`src/rtl/core/ise_pkg.sv`:
```
// ise_pkg: shared constants and controller/datapath interface types
// for the insertion sort engine. No dependencies.
`timescale 1ns / 1ps
`default_nettype none

package ise_pkg;

    localparam int DEPTH = 16;
    localparam int VAL_W = 16;
    localparam int CNT_W = $clog2(DEPTH + 1);

    typedef logic [VAL_W-1:0] value_t;
    typedef logic [CNT_W-1:0] count_t;

    // commands from the controller to the datapath
    typedef struct packed {
        logic insert;
        logic pop;
    } ise_cmd_t;

    // status from the datapath to the controller
    typedef struct packed {
        logic one_left;
    } ise_status_t;

endpackage

`default_nettype wire

```
`src/rtl/core/ise_datapath.sv`:
```
// ise_datapath: sorted row of cells with parallel compare insert, fill count,
// drop flag and output word register. Depends on ise_pkg.
`timescale 1ns / 1ps
`default_nettype none

module ise_datapath (
    input  wire logic                clk,
    input  wire logic                rst_n,
    input  wire ise_pkg::ise_cmd_t   cmd,
    output ise_pkg::ise_status_t     status,
    input  wire ise_pkg::value_t     value,
    output ise_pkg::value_t          sorted_value,
    output logic                     final_res,
    output logic                     overflow
);

    ise_pkg::value_t cells_reg  [ise_pkg::DEPTH];
    ise_pkg::value_t cells_next [ise_pkg::DEPTH];
    ise_pkg::count_t fill_reg, fill_next;
    logic            dropped_reg, dropped_next;
    ise_pkg::value_t out_value_reg, out_value_next;
    logic            out_final_reg, out_final_next;
    logic            out_ovf_reg, out_ovf_next;

    logic [ise_pkg::DEPTH-1:0] gt;
    logic [ise_pkg::DEPTH-1:0] gt_below;

    // cells holding a larger value move up one place
    always_comb
    begin
        for (int i = 0; i < ise_pkg::DEPTH; i++)
        begin
            gt[i] = (ise_pkg::CNT_W'(i) < fill_reg) && (cells_reg[i] > value);
        end
        gt_below = {gt[ise_pkg::DEPTH-2:0], 1'b0};
    end

    always_comb
    begin
        cells_next     = cells_reg;
        fill_next      = fill_reg;
        dropped_next   = dropped_reg;
        out_value_next = out_value_reg;
        out_final_next = out_final_reg;
        out_ovf_next   = out_ovf_reg;
        if (cmd.insert)
        begin
            if (fill_reg < ise_pkg::CNT_W'(ise_pkg::DEPTH))
            begin
                for (int i = 0; i < ise_pkg::DEPTH; i++)
                begin
                    if (ise_pkg::CNT_W'(i) <= fill_reg)
                    begin
                        if (gt_below[i])
                        begin
                            cells_next[i] = cells_reg[(i == 0) ? 0 : i - 1];
                        end
                        else if (gt[i] || (ise_pkg::CNT_W'(i) == fill_reg))
                        begin
                            cells_next[i] = value;
                        end
                    end
                end
                fill_next = fill_reg + ise_pkg::CNT_W'(1);
            end
            else
            begin
                dropped_next = 1'b1;
            end
        end
        else if (cmd.pop)
        begin
            for (int i = 0; i < ise_pkg::DEPTH - 1; i++)
            begin
                cells_next[i] = cells_reg[i + 1];
            end
            fill_next      = fill_reg - ise_pkg::CNT_W'(1);
            out_value_next = cells_reg[0];
            out_final_next = (fill_reg == ise_pkg::CNT_W'(1));
            out_ovf_next   = dropped_reg;
            if (fill_reg == ise_pkg::CNT_W'(1))
            begin
                dropped_next = 1'b0;
            end
        end
    end

    always_ff @(posedge clk or negedge rst_n)
    begin
        if (!rst_n)
        begin
            fill_reg    <= '0;
            dropped_reg <= 1'b0;
        end
        else
        begin
            fill_reg    <= fill_next;
            dropped_reg <= dropped_next;
        end
    end

    always_ff @(posedge clk)
    begin
        cells_reg     <= cells_next;
        out_value_reg <= out_value_next;
        out_final_reg <= out_final_next;
        out_ovf_reg   <= out_ovf_next;
    end

    assign status.one_left = (fill_reg == ise_pkg::CNT_W'(1));
    assign sorted_value    = out_value_reg;
    assign final_res       = out_final_reg;
    assign overflow        = out_ovf_reg;

endmodule

`default_nettype wire

```
`src/rtl/core/ise_ctrl.sv`:
```
// ise_ctrl: fill/drain controller, input ready and output valid.
// Depends on ise_pkg.
`timescale 1ns / 1ps
`default_nettype none

module ise_ctrl (
    input  wire logic                 clk,
    input  wire logic                 rst_n,
    input  wire logic                 in_valid,
    output logic                      in_ready,
    input  wire logic                 last,
    output logic                      out_valid,
    input  wire logic                 out_ready,
    output ise_pkg::ise_cmd_t         cmd,
    input  wire ise_pkg::ise_status_t status
);

    typedef enum logic {
        ST_FILL,
        ST_DRAIN
    } state_t;

    state_t state_reg, state_next;
    logic   out_valid_reg, out_valid_next;

    always_comb
    begin
        cmd            = '0;
        state_next     = state_reg;
        out_valid_next = out_valid_reg && !out_ready;
        unique case (state_reg)
            ST_FILL:
            begin
                cmd.insert = in_valid;
                if (in_valid && last)
                begin
                    state_next = ST_DRAIN;
                end
            end
            ST_DRAIN:
            begin
                // load the output word when it is empty or being taken
                if (!out_valid_reg || out_ready)
                begin
                    cmd.pop        = 1'b1;
                    out_valid_next = 1'b1;
                    if (status.one_left)
                    begin
                        state_next = ST_FILL;
                    end
                end
            end
            default:
            begin
                state_next = ST_FILL;
            end
        endcase
    end

    always_ff @(posedge clk or negedge rst_n)
    begin
        if (!rst_n)
        begin
            state_reg     <= ST_FILL;
            out_valid_reg <= 1'b0;
        end
        else
        begin
            state_reg     <= state_next;
            out_valid_reg <= out_valid_next;
        end
    end

    assign in_ready  = (state_reg == ST_FILL);
    assign out_valid = out_valid_reg;

endmodule

`default_nettype wire

```
`src/rtl/core/insertion_sort_engine.sv`:
```
// insertion_sort_engine: top level, joins the controller and the datapath.
// Depends on ise_pkg, ise_ctrl, ise_datapath.
`timescale 1ns / 1ps
`default_nettype none

// Sorts a run of unsigned 16-bit words into ascending order, duplicates kept.
// While filling, the engine takes one input word per cycle: every word is
// placed at once into a row of DEPTH cells that stays sorted, with all cells
// compared against the new word in parallel and the larger ones moved up one
// place (equal words keep arrival order). Words that arrive once the row is
// full are dropped and the run is flagged. A word with last set ends the run;
// the engine then stops taking input and drains the row from its low end, one
// result word per cycle through the output register while it is empty or
// being taken, each step shifting the cell row down one place. final_res
// marks the last result, and overflow is set on every result of a run that
// lost words. Input is taken again as soon as the last result is loaded,
// even while it still waits on out_ready.
module insertion_sort_engine (
    input  wire logic                     clk,
    input  wire logic                     rst_n,
    // input words
    input  wire logic                     in_valid,
    output logic                          in_ready,
    input  wire logic [ise_pkg::VAL_W-1:0] value,
    input  wire logic                     last,
    // result words
    output logic                          out_valid,
    input  wire logic                     out_ready,
    output logic [ise_pkg::VAL_W-1:0]     sorted_value,
    output logic                          final_res,
    output logic                          overflow
);

    ise_pkg::ise_cmd_t    cmd;
    ise_pkg::ise_status_t status;

    // fill/drain sequencing and the handshakes
    ise_ctrl u_ctrl (
        .clk       (clk),
        .rst_n     (rst_n),
        .in_valid  (in_valid),
        .in_ready  (in_ready),
        .last      (last),
        .out_valid (out_valid),
        .out_ready (out_ready),
        .cmd       (cmd),
        .status    (status)
    );

    // sorted cell row and output word register
    ise_datapath u_datapath (
        .clk          (clk),
        .rst_n        (rst_n),
        .cmd          (cmd),
        .status       (status),
        .value        (value),
        .sorted_value (sorted_value),
        .final_res    (final_res),
        .overflow     (overflow)
    );

endmodule

`default_nettype wire

```
`config.mk`:
```
export PLATFORM = sky130hd
export DESIGN_NAME = insertion_sort_engine
export DESIGN_NICKNAME = d
export VERILOG_FILES = /design/src/rtl/core/ise_pkg.sv /design/src/rtl/core/ise_datapath.sv /design/src/rtl/core/ise_ctrl.sv /design/src/rtl/core/insertion_sort_engine.sv
export SDC_FILE = /design/constraint.sdc
export NUM_CORES = 1
export LEC_CHECK = 0
export BUFFER_PORTS_ARGS = -buffer_cell sky130_fd_sc_hd__buf_4
export CORE_MARGIN = 2
export CORE_UTILIZATION = 45
export DETAILED_ROUTE_END_ITERATION = 12
export PLACE_DENSITY_LB_ADDON = 0.15
export SYNTH_ARGS = -nofsm -noshare
export SYNTH_HDL_FRONTEND = slang
export SYNTH_HIERARCHICAL = 1
export SYNTH_SLANG_ARGS = --single-unit
```
`constraint.sdc`:
```
create_clock -name clk -period 3.3 [get_ports clk]
set_input_delay 0 -clock clk [delete_from_list [all_inputs] [get_ports clk]]
set_output_delay 0 -clock clk [all_outputs]
set_load 0.05 [all_outputs]
```
* Word level (Yosys, flattened, before mapping)
Index checks and enable logic that the tools add are counted.
** Operators by class
- $add $sub $neg :: 2
- Multiplexer cells :: 66
- Magnitude comparators :: 49
- Reduce and logical (&&, ||, !) cells :: 60
- Eq/ne operators :: 48
- Bitwise logic cells :: 2
** Operator list (number)
- 2-to-1 mux 16 bit :: 47
- 2-to-1 mux 240 bit :: 2
- > comparator 16 bit :: 16
- 2-to-1 mux 256 bit :: 1
- AND reduction 4 bit :: 16
- != test 3 x 1 -> 1 bit, second input constant :: 14
- == test 4 x 5 -> 1 bit, first input constant :: 8
- <= comparator 4 x 5 -> 1 bit, first input constant :: 8
- < comparator 4 x 5 -> 1 bit, first input constant :: 8
- != test 2 x 1 -> 1 bit, second input constant :: 17
- == test 3 x 5 -> 1 bit, first input constant :: 4
- <= comparator 3 x 5 -> 1 bit, first input constant :: 4
- < comparator 3 x 5 -> 1 bit, first input constant :: 4
- logical AND 1 bit :: 18
- logical OR 1 bit :: 17
- 2-to-1 mux 5 bit :: 3
- 2-to-1 mux 1 bit :: 12
- == test 2 x 5 -> 1 bit, first input constant :: 2
- <= comparator 1 x 5 -> 1 bit, first input constant :: 2
- <= comparator 2 x 5 -> 1 bit, first input constant :: 2
- < comparator 1 x 5 -> 1 bit, first input constant :: 2
- < comparator 2 x 5 -> 1 bit, first input constant :: 2
- nonzero test 2 bit :: 3
- adder 5 x 1 -> 5 bit, second input constant :: 1
- other kinds (11) :: 14
** Word-level totals
- Output and inout bits :: 20
- Register bits :: 282

* Depth between registers and ports, before layout
Gate-level depths: netlist (run 1).
- Depth after elaboration :: 8
- Depth in mapped cells :: 12
- Mapped depth without buffers :: 9

* Modules after synthesis
The synthesis (run 1) kept the hierarchy.
** By module, submodules not included
- ise_datapath :: area an instance 19441.1 um^2, instances 1, seq. area each 8378.0 um^2, cells each 1843
- ise_ctrl :: area an instance 96.3 um^2, instances 1, seq. area each 50.0 um^2, cells each 9

* Worst setup path before layout (run 1)
OpenSTA, ideal clock, no wires.
- Path kind :: input to register
- From :: input value[1] (netlist bit)
- To :: register u_datapath/cells_reg[112] (netlist bit) (enable)
- Arrival :: 3.104 ns
- Setup slack :: -0.202 ns
- Path buffers :: 3
- Setup time :: 0.399 ns
- Cell stages on the path :: 11
- Cells stage by stage :: clkbuf_1 -> inv_1 -> ha_1 -> nor2b_1 -> o211ai_1 -> a2111oi_0 -> a2111oi_0 -> a211o_1 -> buf_4 -> buf_4 -> a31oi_1
** Between the ends
- Word-level cells in the longest chain between the ends :: 5
- Elaborated cells between the ends (all ways) :: 7
- Those cells by class :: order compare (2); eq/ne (1); reduce/logical (4)
** Ends and longest elaborated chain
- from (decl) :: RTL line insertion_sort_engine.sv:24 : input wire logic [ise_pkg::VAL_W-1:0] value,
- > comparator 16 bit :: RTL line ise_datapath.sv:33 : gt[i] = (ise_pkg::CNT_W'(i) < fill_reg) && (cells_reg[i] > value);
- logical AND 1 bit :: RTL line ise_datapath.sv:33
- logical OR 1 bit :: RTL line ise_datapath.sv:58 : else if (gt[i] || (ise_pkg::CNT_W'(i) == fill_reg))
- != test 3 x 1 -> 1 bit (no source line) (*)
- AND reduction 4 bit (no source line) (*)
- to (signal assigned) :: RTL line ise_datapath.sv:104 : cells_reg <= cells_next;
- to (decl) :: RTL line ise_datapath.sv:17 : ise_pkg::value_t cells_reg [ise_pkg::DEPTH];
Mark *: on every way between the ends. The rest lies on a longest branch, timed or not.
A chain may end at the register's enable or synchronous reset.

* Final worst setup path (run 1)
- From :: input value[13] (netlist bit)
- To :: register u_datapath/cells_reg[244] (netlist bit) (enable)
** Between the ends
- Word-level cells in the longest chain between the ends :: 5
** Ends and longest elaborated chain (RTL line)
- > comparator 16 bit :: ise_datapath.sv:33
- logical AND 1 bit :: ise_datapath.sv:33
- logical OR 1 bit :: ise_datapath.sv:58
- != test 2 x 1 -> 1 bit (no source line)
- AND reduction 4 bit (no source line)
No other way between the ends.

==> results.json, run 1 <==
{
  "io_pins": 41,
  "grt_pass1_vias": 15300,
  "p_per_area_nw_per_um2": 783,
  "drv_slew": 0,
  "synth-edff-count": 274,
  "cts_tree": "done",
  "rows": 76,
  "dp_hpwl_um": 45600,
  "numCtsBuffers": 35,
  "whs_ps": 61.6,
  "route.detailed.drc": 0,
  "instances_no_fill": 2557,
  "cts_root_buffer": "clkbuf_16",
  "avgSynthCellArea_um2": 10.5,
  "antenna_found_initial": 1,
  "synthArstFlopShare_pct": 2.84,
  "fin_skew_ps": 23.1,
  "leakage_nw": 9.92,
  "synth_area_leaders": "edfxtp_1, ha_1, mux2i_1",
  "maxCapViolCount": 0,
  "diodes": 0,
  "synth.most_common_cell": "edfxtp_1",
  "timing.max_slew.rel_slack_pct": 33.0,
  "ys_ff_latch": 282,
  "wl_per_cell_um": 24.6,
  "grt_overflow_total": 0,
  "grt_max_degree": 141,
  "cp.required_ps": 3460,
  "place.gp.congestion": 0.890,
  "initial_core_util_pct": 45.5,
  "ys_types": 50,
  "placed_cells": 2483,
  "dieArea_um2": 45100,
  "arrival_ps": 3280,
  "finalCriticalPeriod_ps": 3120,
  "cts_buffer_depth": 3,
  "worstPathMaxFanout": 16,
  "largest_reg_flops": 256,
  "syn_nets": 2118,
  "syn-cell-area_um2": 19500,
  "synthToLayoutAreaGrowth_pct": 15.6,
  "synth_top_area_cell": "edfxtp_1",
  "grt_setup_unrepaired": "no",
  "hold_viol_final": 0,
  "nets": 2213,
  "drive_above_1_share_pct": 12.0,
  "syn_inst": 1852,
  "cp_slowest_cell": "a31oi_2",
  "drt_wl_total_um": 63000,
  "final_core_util_pct": 52.6,
  "yosys-top-cells-count": "edfxtp_1, inv_1, ha_1",
  "portBuffers": 40,
  "setup_violations": 0,
  "htreeDepth": 2,
  "crit_chain": "dlygate4sd3_1 > buf_4 > inv_1 > buf_4 > buf_4 > ha_1 > nand4_1 > a2111oi_0 > a211o_1 > o21ai_2 > a31oi_2",
  "yosysWarningCount": 6,
  "irDropWorstVdd_uv": 382,
  "drt_pass1_iterations": 5,
  "critPathCaptureType": "register",
  "finalCritPeriodShare_pct": 94.4,
  "synth_top_area_share_pct": 42.1,
  "drt_iter0_drc": 1652,
  "timing.fmax_mhz": 321,
  "hold_path_class": "input pin to register",
  "ant_nets": 0,
  "avgViaCountPerCell": 6.09,
  "synth_ff_type": "edfxtp_1",
  "clk_pin_slew_ps": 60,
  "die_y_um": 212,
  "outcome": "completed",
  "grt_first_pass_wirelength_um": 94400,
  "core_area_um2": 43000,
  "grt_use_total_pct": 28.0,
  "worst_pin_slew_ps": 1000,
  "vias": 15600,
  "dieWidth_um": 212,
  "clock_latency_ps": 550,
  "path_common_cell": "buf_4",
  "ys_seq_area_share_pct": 43.1,
  "criticalPathCategory": "input pin to register",
  "cp-start-kind": "input pin",
  "fill_cells": 3838,
  "cts_sinks": 282,
  "crit_path_max_incr_delay_ps": 820
}
critical path, delay by kind of cell:
kind	cells	cell delay, ps
AO/OA/AOI/OAI	4	1580
adder cells (fa/ha/maj)	1	180
buffers and inverters	5	1340
AND/OR/NAND/NOR	1	140
kinds of logic after synthesis:
logic type               share of synthesized area, %
AND/OR/NAND/NOR                                  6.37
XOR/XNOR                                        0.224
AO/OA/AOI/OAI                                    14.9
buffers and inverters                            7.84
adder cells (fa/ha/maj)                          15.7
multiplexers                                     11.8
flip-flops                                       43.1
layer usage:
layer	GRT usage, %	part of all wire [%]	up-vias
met3	4.52	8.0	113
met5	0	0.044	-
met4	8.80	2.8	4
li1	-	-	7213
met1	41.7	47	7610
met2	41.4	43	638
what timing repair did:
item / in CTS / in global routing
buffers inserted: 0 / 5
endpoints found under the hold margin: 13 / 0
gates resized for setup: 0 / 1
hold buffers: 7 / 0
setup endpoints to repair: 0 / 5
through the flow:
stage | area, µm² | total power [mW] | setup slack (ps) | TNS [ps]
after global placement | 21300 | 13.5 | 50.2 | 0
after CTS | 22500 | 17.6 | 78.5 | 0
after floorplan | 19600 | 11.2 | -141 | -20600
after detailed placement | 21300 | 13.7 | 87.6 | 0
after global routing | 22600 | 18.7 | 8.00 | 0
final | 22600 | 17.7 | 184 | 0
power breakdown:
group	leakage, nW	internal [mW]	switching [mW]
Sequential	2.76	5.45	1.08
Combinational	6.61	3.14	4.13
Clock	0.552	2.34	1.55
final cells by class:
| cell class | instances | area, µm² | area share (%) |
|---|---|---|---|
| multi-input cells | 1194 | 9750 | 43.2 |
| flip-flops and latches | 282 | 8430 | 37.3 |
| inverters | 267 | 1000 | 4.44 |
| clock inverters | 19 | 181 | 0.803 |
| repair buffers | 167 | 1550 | 6.85 |
| clock buffers | 43 | 948 | 4.20 |
| well taps | 585 | 732 | 3.24 |
worst paths after layout:
path	startpoint	to	slack [ps]	depth (start not counted)
hold / removal	value[2]	u_datapath/cells_reg[242]$_DFFE_PP_	60	4
max in group asynchronous	rst_n	u_ctrl/out_valid$_DFF_PN0_	2490	3
setup / recovery	value[13]	u_datapath/cells_reg[244]$_DFFE_PP_	180	11
setup reg to reg	u_datapath/cells_reg[91]$_DFFE_PP_	u_datapath/cells_reg[68]$_DFFE_PP_	280	8
hold reg to reg	u_datapath/dropped_reg$_DFFE_PN0P_	u_datapath/overflow$_DFFE_PP_	500	0
min in group asynchronous	rst_n	u_datapath/dropped_reg$_DFFE_PN0P_	480	3
layout by cell type (no fill, tap or decap), drive strengths merged, types with 3 or more instances in the layout:
cell / count
a211oi: 7
a211o: 4
nor2b: 20
buf: 160
inv: 267
o211ai: 12
nand3: 45
a21oi: 116
xnor2: 3
a2111oi: 7
clkbuf: 43
a221oi: 4
nor3: 4
nand4: 41
o21ai: 37
and3: 4
and4: 13
edfxtp: 274
a31oi: 24
clkinv: 15
dfrtp: 8
bufinv: 4
nor2: 30
mux2i: 230
a21o: 10
o221ai: 10
ha: 245
o22ai: 232
dlygate4sd3: 7
nor4: 8
nand2b: 5
nand2: 63
Power figures use the tool's default switching activity.
==> run 2, diff against run 1 <==
--- a/config.mk
+++ b/config.mk
@@ -8,5 +8,5 @@
 export BUFFER_PORTS_ARGS = -buffer_cell sky130_fd_sc_hd__buf_4
 export CORE_MARGIN = 2
-export CORE_UTILIZATION = 45
+export CORE_UTILIZATION = 56
 export DETAILED_ROUTE_END_ITERATION = 12
 export PLACE_DENSITY_LB_ADDON = 0.15
==> constraint.sdc (replaced) <==
create_clock -name clk -period 3.3 [get_ports clk]
set_input_delay 0.33 -clock clk [delete_from_list [all_inputs] [get_ports clk]]
set_output_delay 0.33 -clock clk [all_outputs]
set_load 0.05 [all_outputs]
==> run 2 against run 1 <==
Compared with the run above:
- worst setup slack better by 14 ps
- register-to-register slack worse by 80 ps
- non-clock buffer count is 2 higher
- largest cell class unchanged
- largest power group unchanged
==> results.json, run 2 (synthesis gave the netlist of run 1 again) <==
{
  "crit_chain": "ha_1 > nand4_1 > nor4_1 > a221oi_1 > a21oi_2 > o31ai_1 > a21oi_2",
  "die_y_um": 191,
  "finalCriticalPeriod_ps": 3100,
  "grt_overflow_total": 0,
  "clk_pin_slew_ps": 60,
  "arrival_ps": 3230,
  "portBuffers": 40,
  "critPathCaptureType": "register",
  "rows": 68,
  "worstPathMaxFanout": 16,
  "grt_pass1_vias": 15400,
  "crit_path_max_incr_delay_ps": 710,
  "cts_tree": "done",
  "hold_path_class": "input pin to register",
  "drt_iter0_drc": 1627,
  "cts_root_buffer": "clkbuf_16",
  "avgViaCountPerCell": 6.62,
  "largest_reg_flops": 256,
  "dieWidth_um": 191,
  "antenna_found_initial": 0,
  "nets": 2214,
  "final_area_um2": 22400,
  "worst-r2r-setup-slack_ps": 200,
  "placed_cells": 2366,
  "worst_pin_slew_ps": 957,
  "cp.required_ps": 3430,
  "fin_ws_ps": 198,
  "fill_cells": 2672,
  "whs_ps": 102,
  "setup_tns_ps": 0,
  "vias": 16000,
  "fin_skew_ps": 11.5,
  "synthToLayoutAreaGrowth_pct": 14.5,
  "grt_first_pass_wirelength_um": 91700,
  "wl_per_cell_um": 25.3,
  "cts_sinks": 282,
  "setup_violations": 0,
  "cp_slowest_cell": "a21oi_2",
  "cts_buffer_depth": 3,
  "postPlaceCellArea_um2": 21300,
  "grt_use_total_pct": 33.4,
  "diodes": 0,
  "io_pins": 41,
  "drt_pass1_iterations": 5,
  "numCtsBuffers": 34,
  "maxCapViolCount": 0,
  "drive_above_1_share_pct": 12.5,
  "irDropWorstVdd_uv": 484,
  "p_per_area_nw_per_um2": 782,
  "route.detailed.drc": 0,
  "grt_max_degree": 111,
  "drv_slew": 0,
  "final_common_cell": "edfxtp_1",
  "criticalPathCategory": "register to register",
  "dieArea_um2": 36400,
  "final_core_util_pct": 64.9,
  "path_common_cell": "a21oi_2",
  "fin_total_pwr_mw": 17.5,
  "timing.max_slew.rel_slack_pct": 36.0,
  "finalCritPeriodShare_pct": 94.0,
  "instances_no_fill": 2424,
  "initial_core_util_pct": 56.7,
  "place.gp.congestion": 0.953,
  "outcome": "completed",
  "dp_hpwl_um": 44200,
  "core_area_um2": 34500,
  "timing.fmax_mhz": 322,
  "ant_nets": 0,
  "leakage_nw": 9.91,
  "cp-start-kind": "register",
  "final_cell_mix": "edfxtp_1, inv_1, ha_1, o22ai_1, mux2i_1",
  "htreeDepth": 2,
  "hold_viol_final": 0,
  "clock_latency_ps": 510,
  "drt_wl_total_um": 61200,
  "grt_setup_unrepaired": "no",
  "pre_cts_ws_ps": -27.6
}
[run 2: cell count changes in the layout (fill, tap and decap cells not counted), sizes merged]
cell	delta
buf	+8
dlygate4sd3	-6
clkinv	-5
bufinv	-2
clkinvlp	+1
inv	+1
[run 2: worst max-delay path: cells and delay by family, from the launching register on]
kind	cells	cell delay (ps)
compound gates	4	1160
flops	1	460
fa+ha+maj	1	370
simple gates	2	730
[run 2: worst paths after layout]
path / from / endpoint / depth (start not counted)
worst min-delay path: out_ready / u_ctrl/out_valid$_DFF_PN0_ / 3
worst min register to register: u_datapath/dropped_reg$_DFFE_PN0P_ / u_datapath/overflow$_DFFE_PP_ / 0
max in group asynchronous: rst_n / u_datapath/fill_reg[3]$_DFFE_PN0P_ / 2
worst max-delay path: u_datapath/cells_reg[222]$_DFFE_PP_ / u_datapath/cells_reg[198]$_DFFE_PP_ / 7
min in group asynchronous: rst_n / u_ctrl/out_valid$_DFF_PN0_ / 2
worst max register to register: u_datapath/cells_reg[222]$_DFFE_PP_ / u_datapath/cells_reg[198]$_DFFE_PP_ / 7
[run 2: layout make-up]
cell class                      count  area, µm²  area share (%)
Clock buffer                       43        916            4.09
Clock inverter                     14        121           0.542
Inverter                          267       1000            4.48
Multi-Input combinational cell   1194       9760            43.6
Sequential cell                   282       8430            37.7
Tap cell                          455        569            2.54
Timing Repair Buffer              169       1580            7.08
[run 2: repair_timing]
action	in CTS	in global routing
hold endpoints to repair	8	0
gates resized for setup	0	0
hold buffers	1	0
setup buffers	0	0
[run 2: where the power goes]
part	internal (mW)	total, mW	switching (mW)
Combinational	3.16	7.33	4.17
Clock	2.11	3.58	1.47
Sequential	5.45	6.59	1.13
[run 2: routing by layer]
metal,global-route usage (%),part of all wire [%],vias up
met5,0,0,-
met4,12.9,4.2,0
met3,5.96,11,153
met2,48.4,42,933
met1,49.5,43,7741
li1,-,-,7219
==> run 3, diff against run 2 <==
Settings changed: CORE_UTILIZATION 56 to 25, RECOVER_POWER from default to 25.
Clock period 3.3 ns to 2.6 ns, I/O delays scaled along.
==> run 3 against run 2 <==
Compared with the run above:
- the flow now finishes with violations (negative setup slack)
- final area rose by 23%
- sequential power rose by 18%
- via count rose by 3.5%
==> results.json, run 3 (synthesis gave the netlist of run 1 again) <==
{
  "timing.fmax_mhz": 373,
  "grt_max_degree": 125,
  "timing.max_slew.rel_slack_pct": 22.3,
  "p_int_mw": 16.8,
  "vias": 16600,
  "grt_overflow_total": 0,
  "pwr-share-comb_pct": 51.9,
  "leakage_nw": 11.7,
  "crit_chain": "ha_1 > nand4_1 > buf_4 > o21bai_1 > a211o_2 > and3_4 > o22ai_4 > clkbuf_16",
  "arrival_ps": 2950,
  "grt_use_total_pct": 18.1,
  "clk_pin_slew_ps": 60,
  "hold_viol_final": 0,
  "path_buf_inv": 2,
  "critPathCaptureType": "register",
  "final_common_cell": "buf_4",
  "maxCapViolCount": 0,
  "instances_no_fill": 3347,
  "grt_first_pass_wirelength_um": 110000,
  "finalCritPeriodShare_pct": 103,
  "irDropWorstVdd_uv": 451,
  "outcome": "complete, but fails checks",
  "cts_tree": "done",
  "drive_above_1_share_pct": 30.0,
  "final_cell_mix": "buf_4, edfxtp_1, inv_1, o22ai_1, ha_1",
  "antenna_found_initial": 0,
  "diodes": 0,
  "wl_per_cell_um": 22.8,
  "htreeDepth": 2,
  "setup_violations": 52,
  "drt_wl_total_um": 76300,
  "dieArea_um2": 80400,
  "cts_sinks": 282,
  "largest_reg_flops": 256,
  "crit_path_start": "u_datapath/cells_reg[141]$_DFFE_PP_",
  "worst_pin_slew_ps": 1170,
  "drv_slew": 0,
  "placed_cells": 3224,
  "dieWidth_um": 284,
  "fin_skew_ps": 20.5,
  "swShare_pct": 37.7,
  "initial_core_util_pct": 25.2,
  "sequentialPowerShare_pct": 28.9,
  "p_per_area_nw_per_um2": 981,
  "clock_latency_ps": 560,
  "timing.rr.start": "u_datapath/cells_reg[141]$_DFFE_PP_",
  "grt_pass1_vias": 16800,
  "hold_path_class": "input pin to async pin",
  "crit_path_max_incr_delay_ps": 470,
  "portBuffers": 40,
  "cp.required_ps": 2860,
  "cts_root_buffer": "clkbuf_16",
  "nets": 2547,
  "drt_pass1_iterations": 5,
  "cts_buffer_depth": 3,
  "worstPathMaxFanout": 8,
  "rows": 102,
  "core_area_um2": 77500,
  "cp-start-kind": "register",
  "grt_setup_unrepaired": "yes",
  "fill_cells": 7776,
  "synthToLayoutAreaGrowth_pct": 40.4,
  "fin_ws_ps": -81.1,
  "dp_hpwl_um": 55800,
  "switchingPower_mw": 10.2,
  "criticalPathCategory": "register to register",
  "route.detailed.drc": 0,
  "place.gp.congestion": 0.827,
  "violations": "negative setup slack",
  "die_y_um": 284,
  "cp_slowest_cell": "edfxtp_1",
  "ant_nets": 0,
  "power_frac_clock_pct": 19.2,
  "cp_top_family": "compound AO/OA/AOI/OAI gates",
  "avgViaCountPerCell": 4.96,
  "numCtsBuffers": 38,
  "io_pins": 41,
  "drt_iter0_drc": 1160,
  "finalCriticalPeriod_ps": 2680,
  "whs_ps": 194
}
==> run 3: routing by layer <==
metal	up-vias	track usage (%)	share of wire, %
met5	-	0	0
met4	0	4.62	2.8
met3	106	1.95	4.0
met2	401	28.3	44
met1	8207	26.5	49
li1	7901	-	-
==> run 3: final timing paths <==
| kind | to | slack, ps | cells past startpoint |
|---|---|---|---|
| setup / recovery | u_datapath/cells_reg[141]$_DFFE_PP_ | -80 | 8 |
| hold / removal | u_ctrl/out_valid$_DFF_PN0_ | 190 | 2 |
| setup reg to reg | u_datapath/cells_reg[141]$_DFFE_PP_ | -80 | 8 |
| hold reg to reg | u_datapath/overflow$_DFFE_PP_ | 490 | 0 |
| max in group asynchronous | u_datapath/fill_reg[4]$_DFFE_PN0P_ | 2030 | 2 |
| min in group clk | u_datapath/cells_reg[12]$_DFFE_PP_ | 260 | 4 |
==> run 3: through the flow <==
stage / TNS, ps / util [%] / instance area, µm² / power (mW) / worst slack [ps]
after floorplan: -83290 / - / 19900 / 14.5 / -416
after global placement: -191740 / 31.7 / 24500 / 19.7 / -652
after detailed placement: -205900 / 31.7 / 24500 / 19.8 / -655
after CTS: -4940 / 33.7 / 26100 / 25.4 / -102
after global routing: -15130 / 35.4 / 27400 / 28.4 / -171
final: -2320 / 35.4 / 27400 / 26.9 / -81.1
==> run 3: power groups by stage <==
stage,clock network (mW),logic [mW],registers (mW)
floorplan,0,6.61,7.92
CTS,5.30,12.4,7.73
global route,5.43,15.0,7.94
detailed placement,0,12.0,7.81
global placement,0,11.9,7.78
finish,5.17,14.0,7.78
==> run 3: timing repair <==
item | in CTS | in global routing
hold buffers | 4 | 0
hold endpoints to repair | 10 | 0
endpoints found under the setup margin | 286 | 418
pin swaps | 19 | 59
buffers inserted | 11 | 32
gates cloned | 2 | 12
gates resized for setup | 47 | 172
==> run 3: layout make-up <==
cell class	count	area (µm²)	area share, %
multi-input cells	1194	11000	40.2
well taps	1040	1300	4.74
flip-flops and latches	282	8430	30.7
repair buffers	498	4460	16.2
clock buffers	56	1120	4.09
clock inverters	10	73.8	0.269
inverters	267	1020	3.70
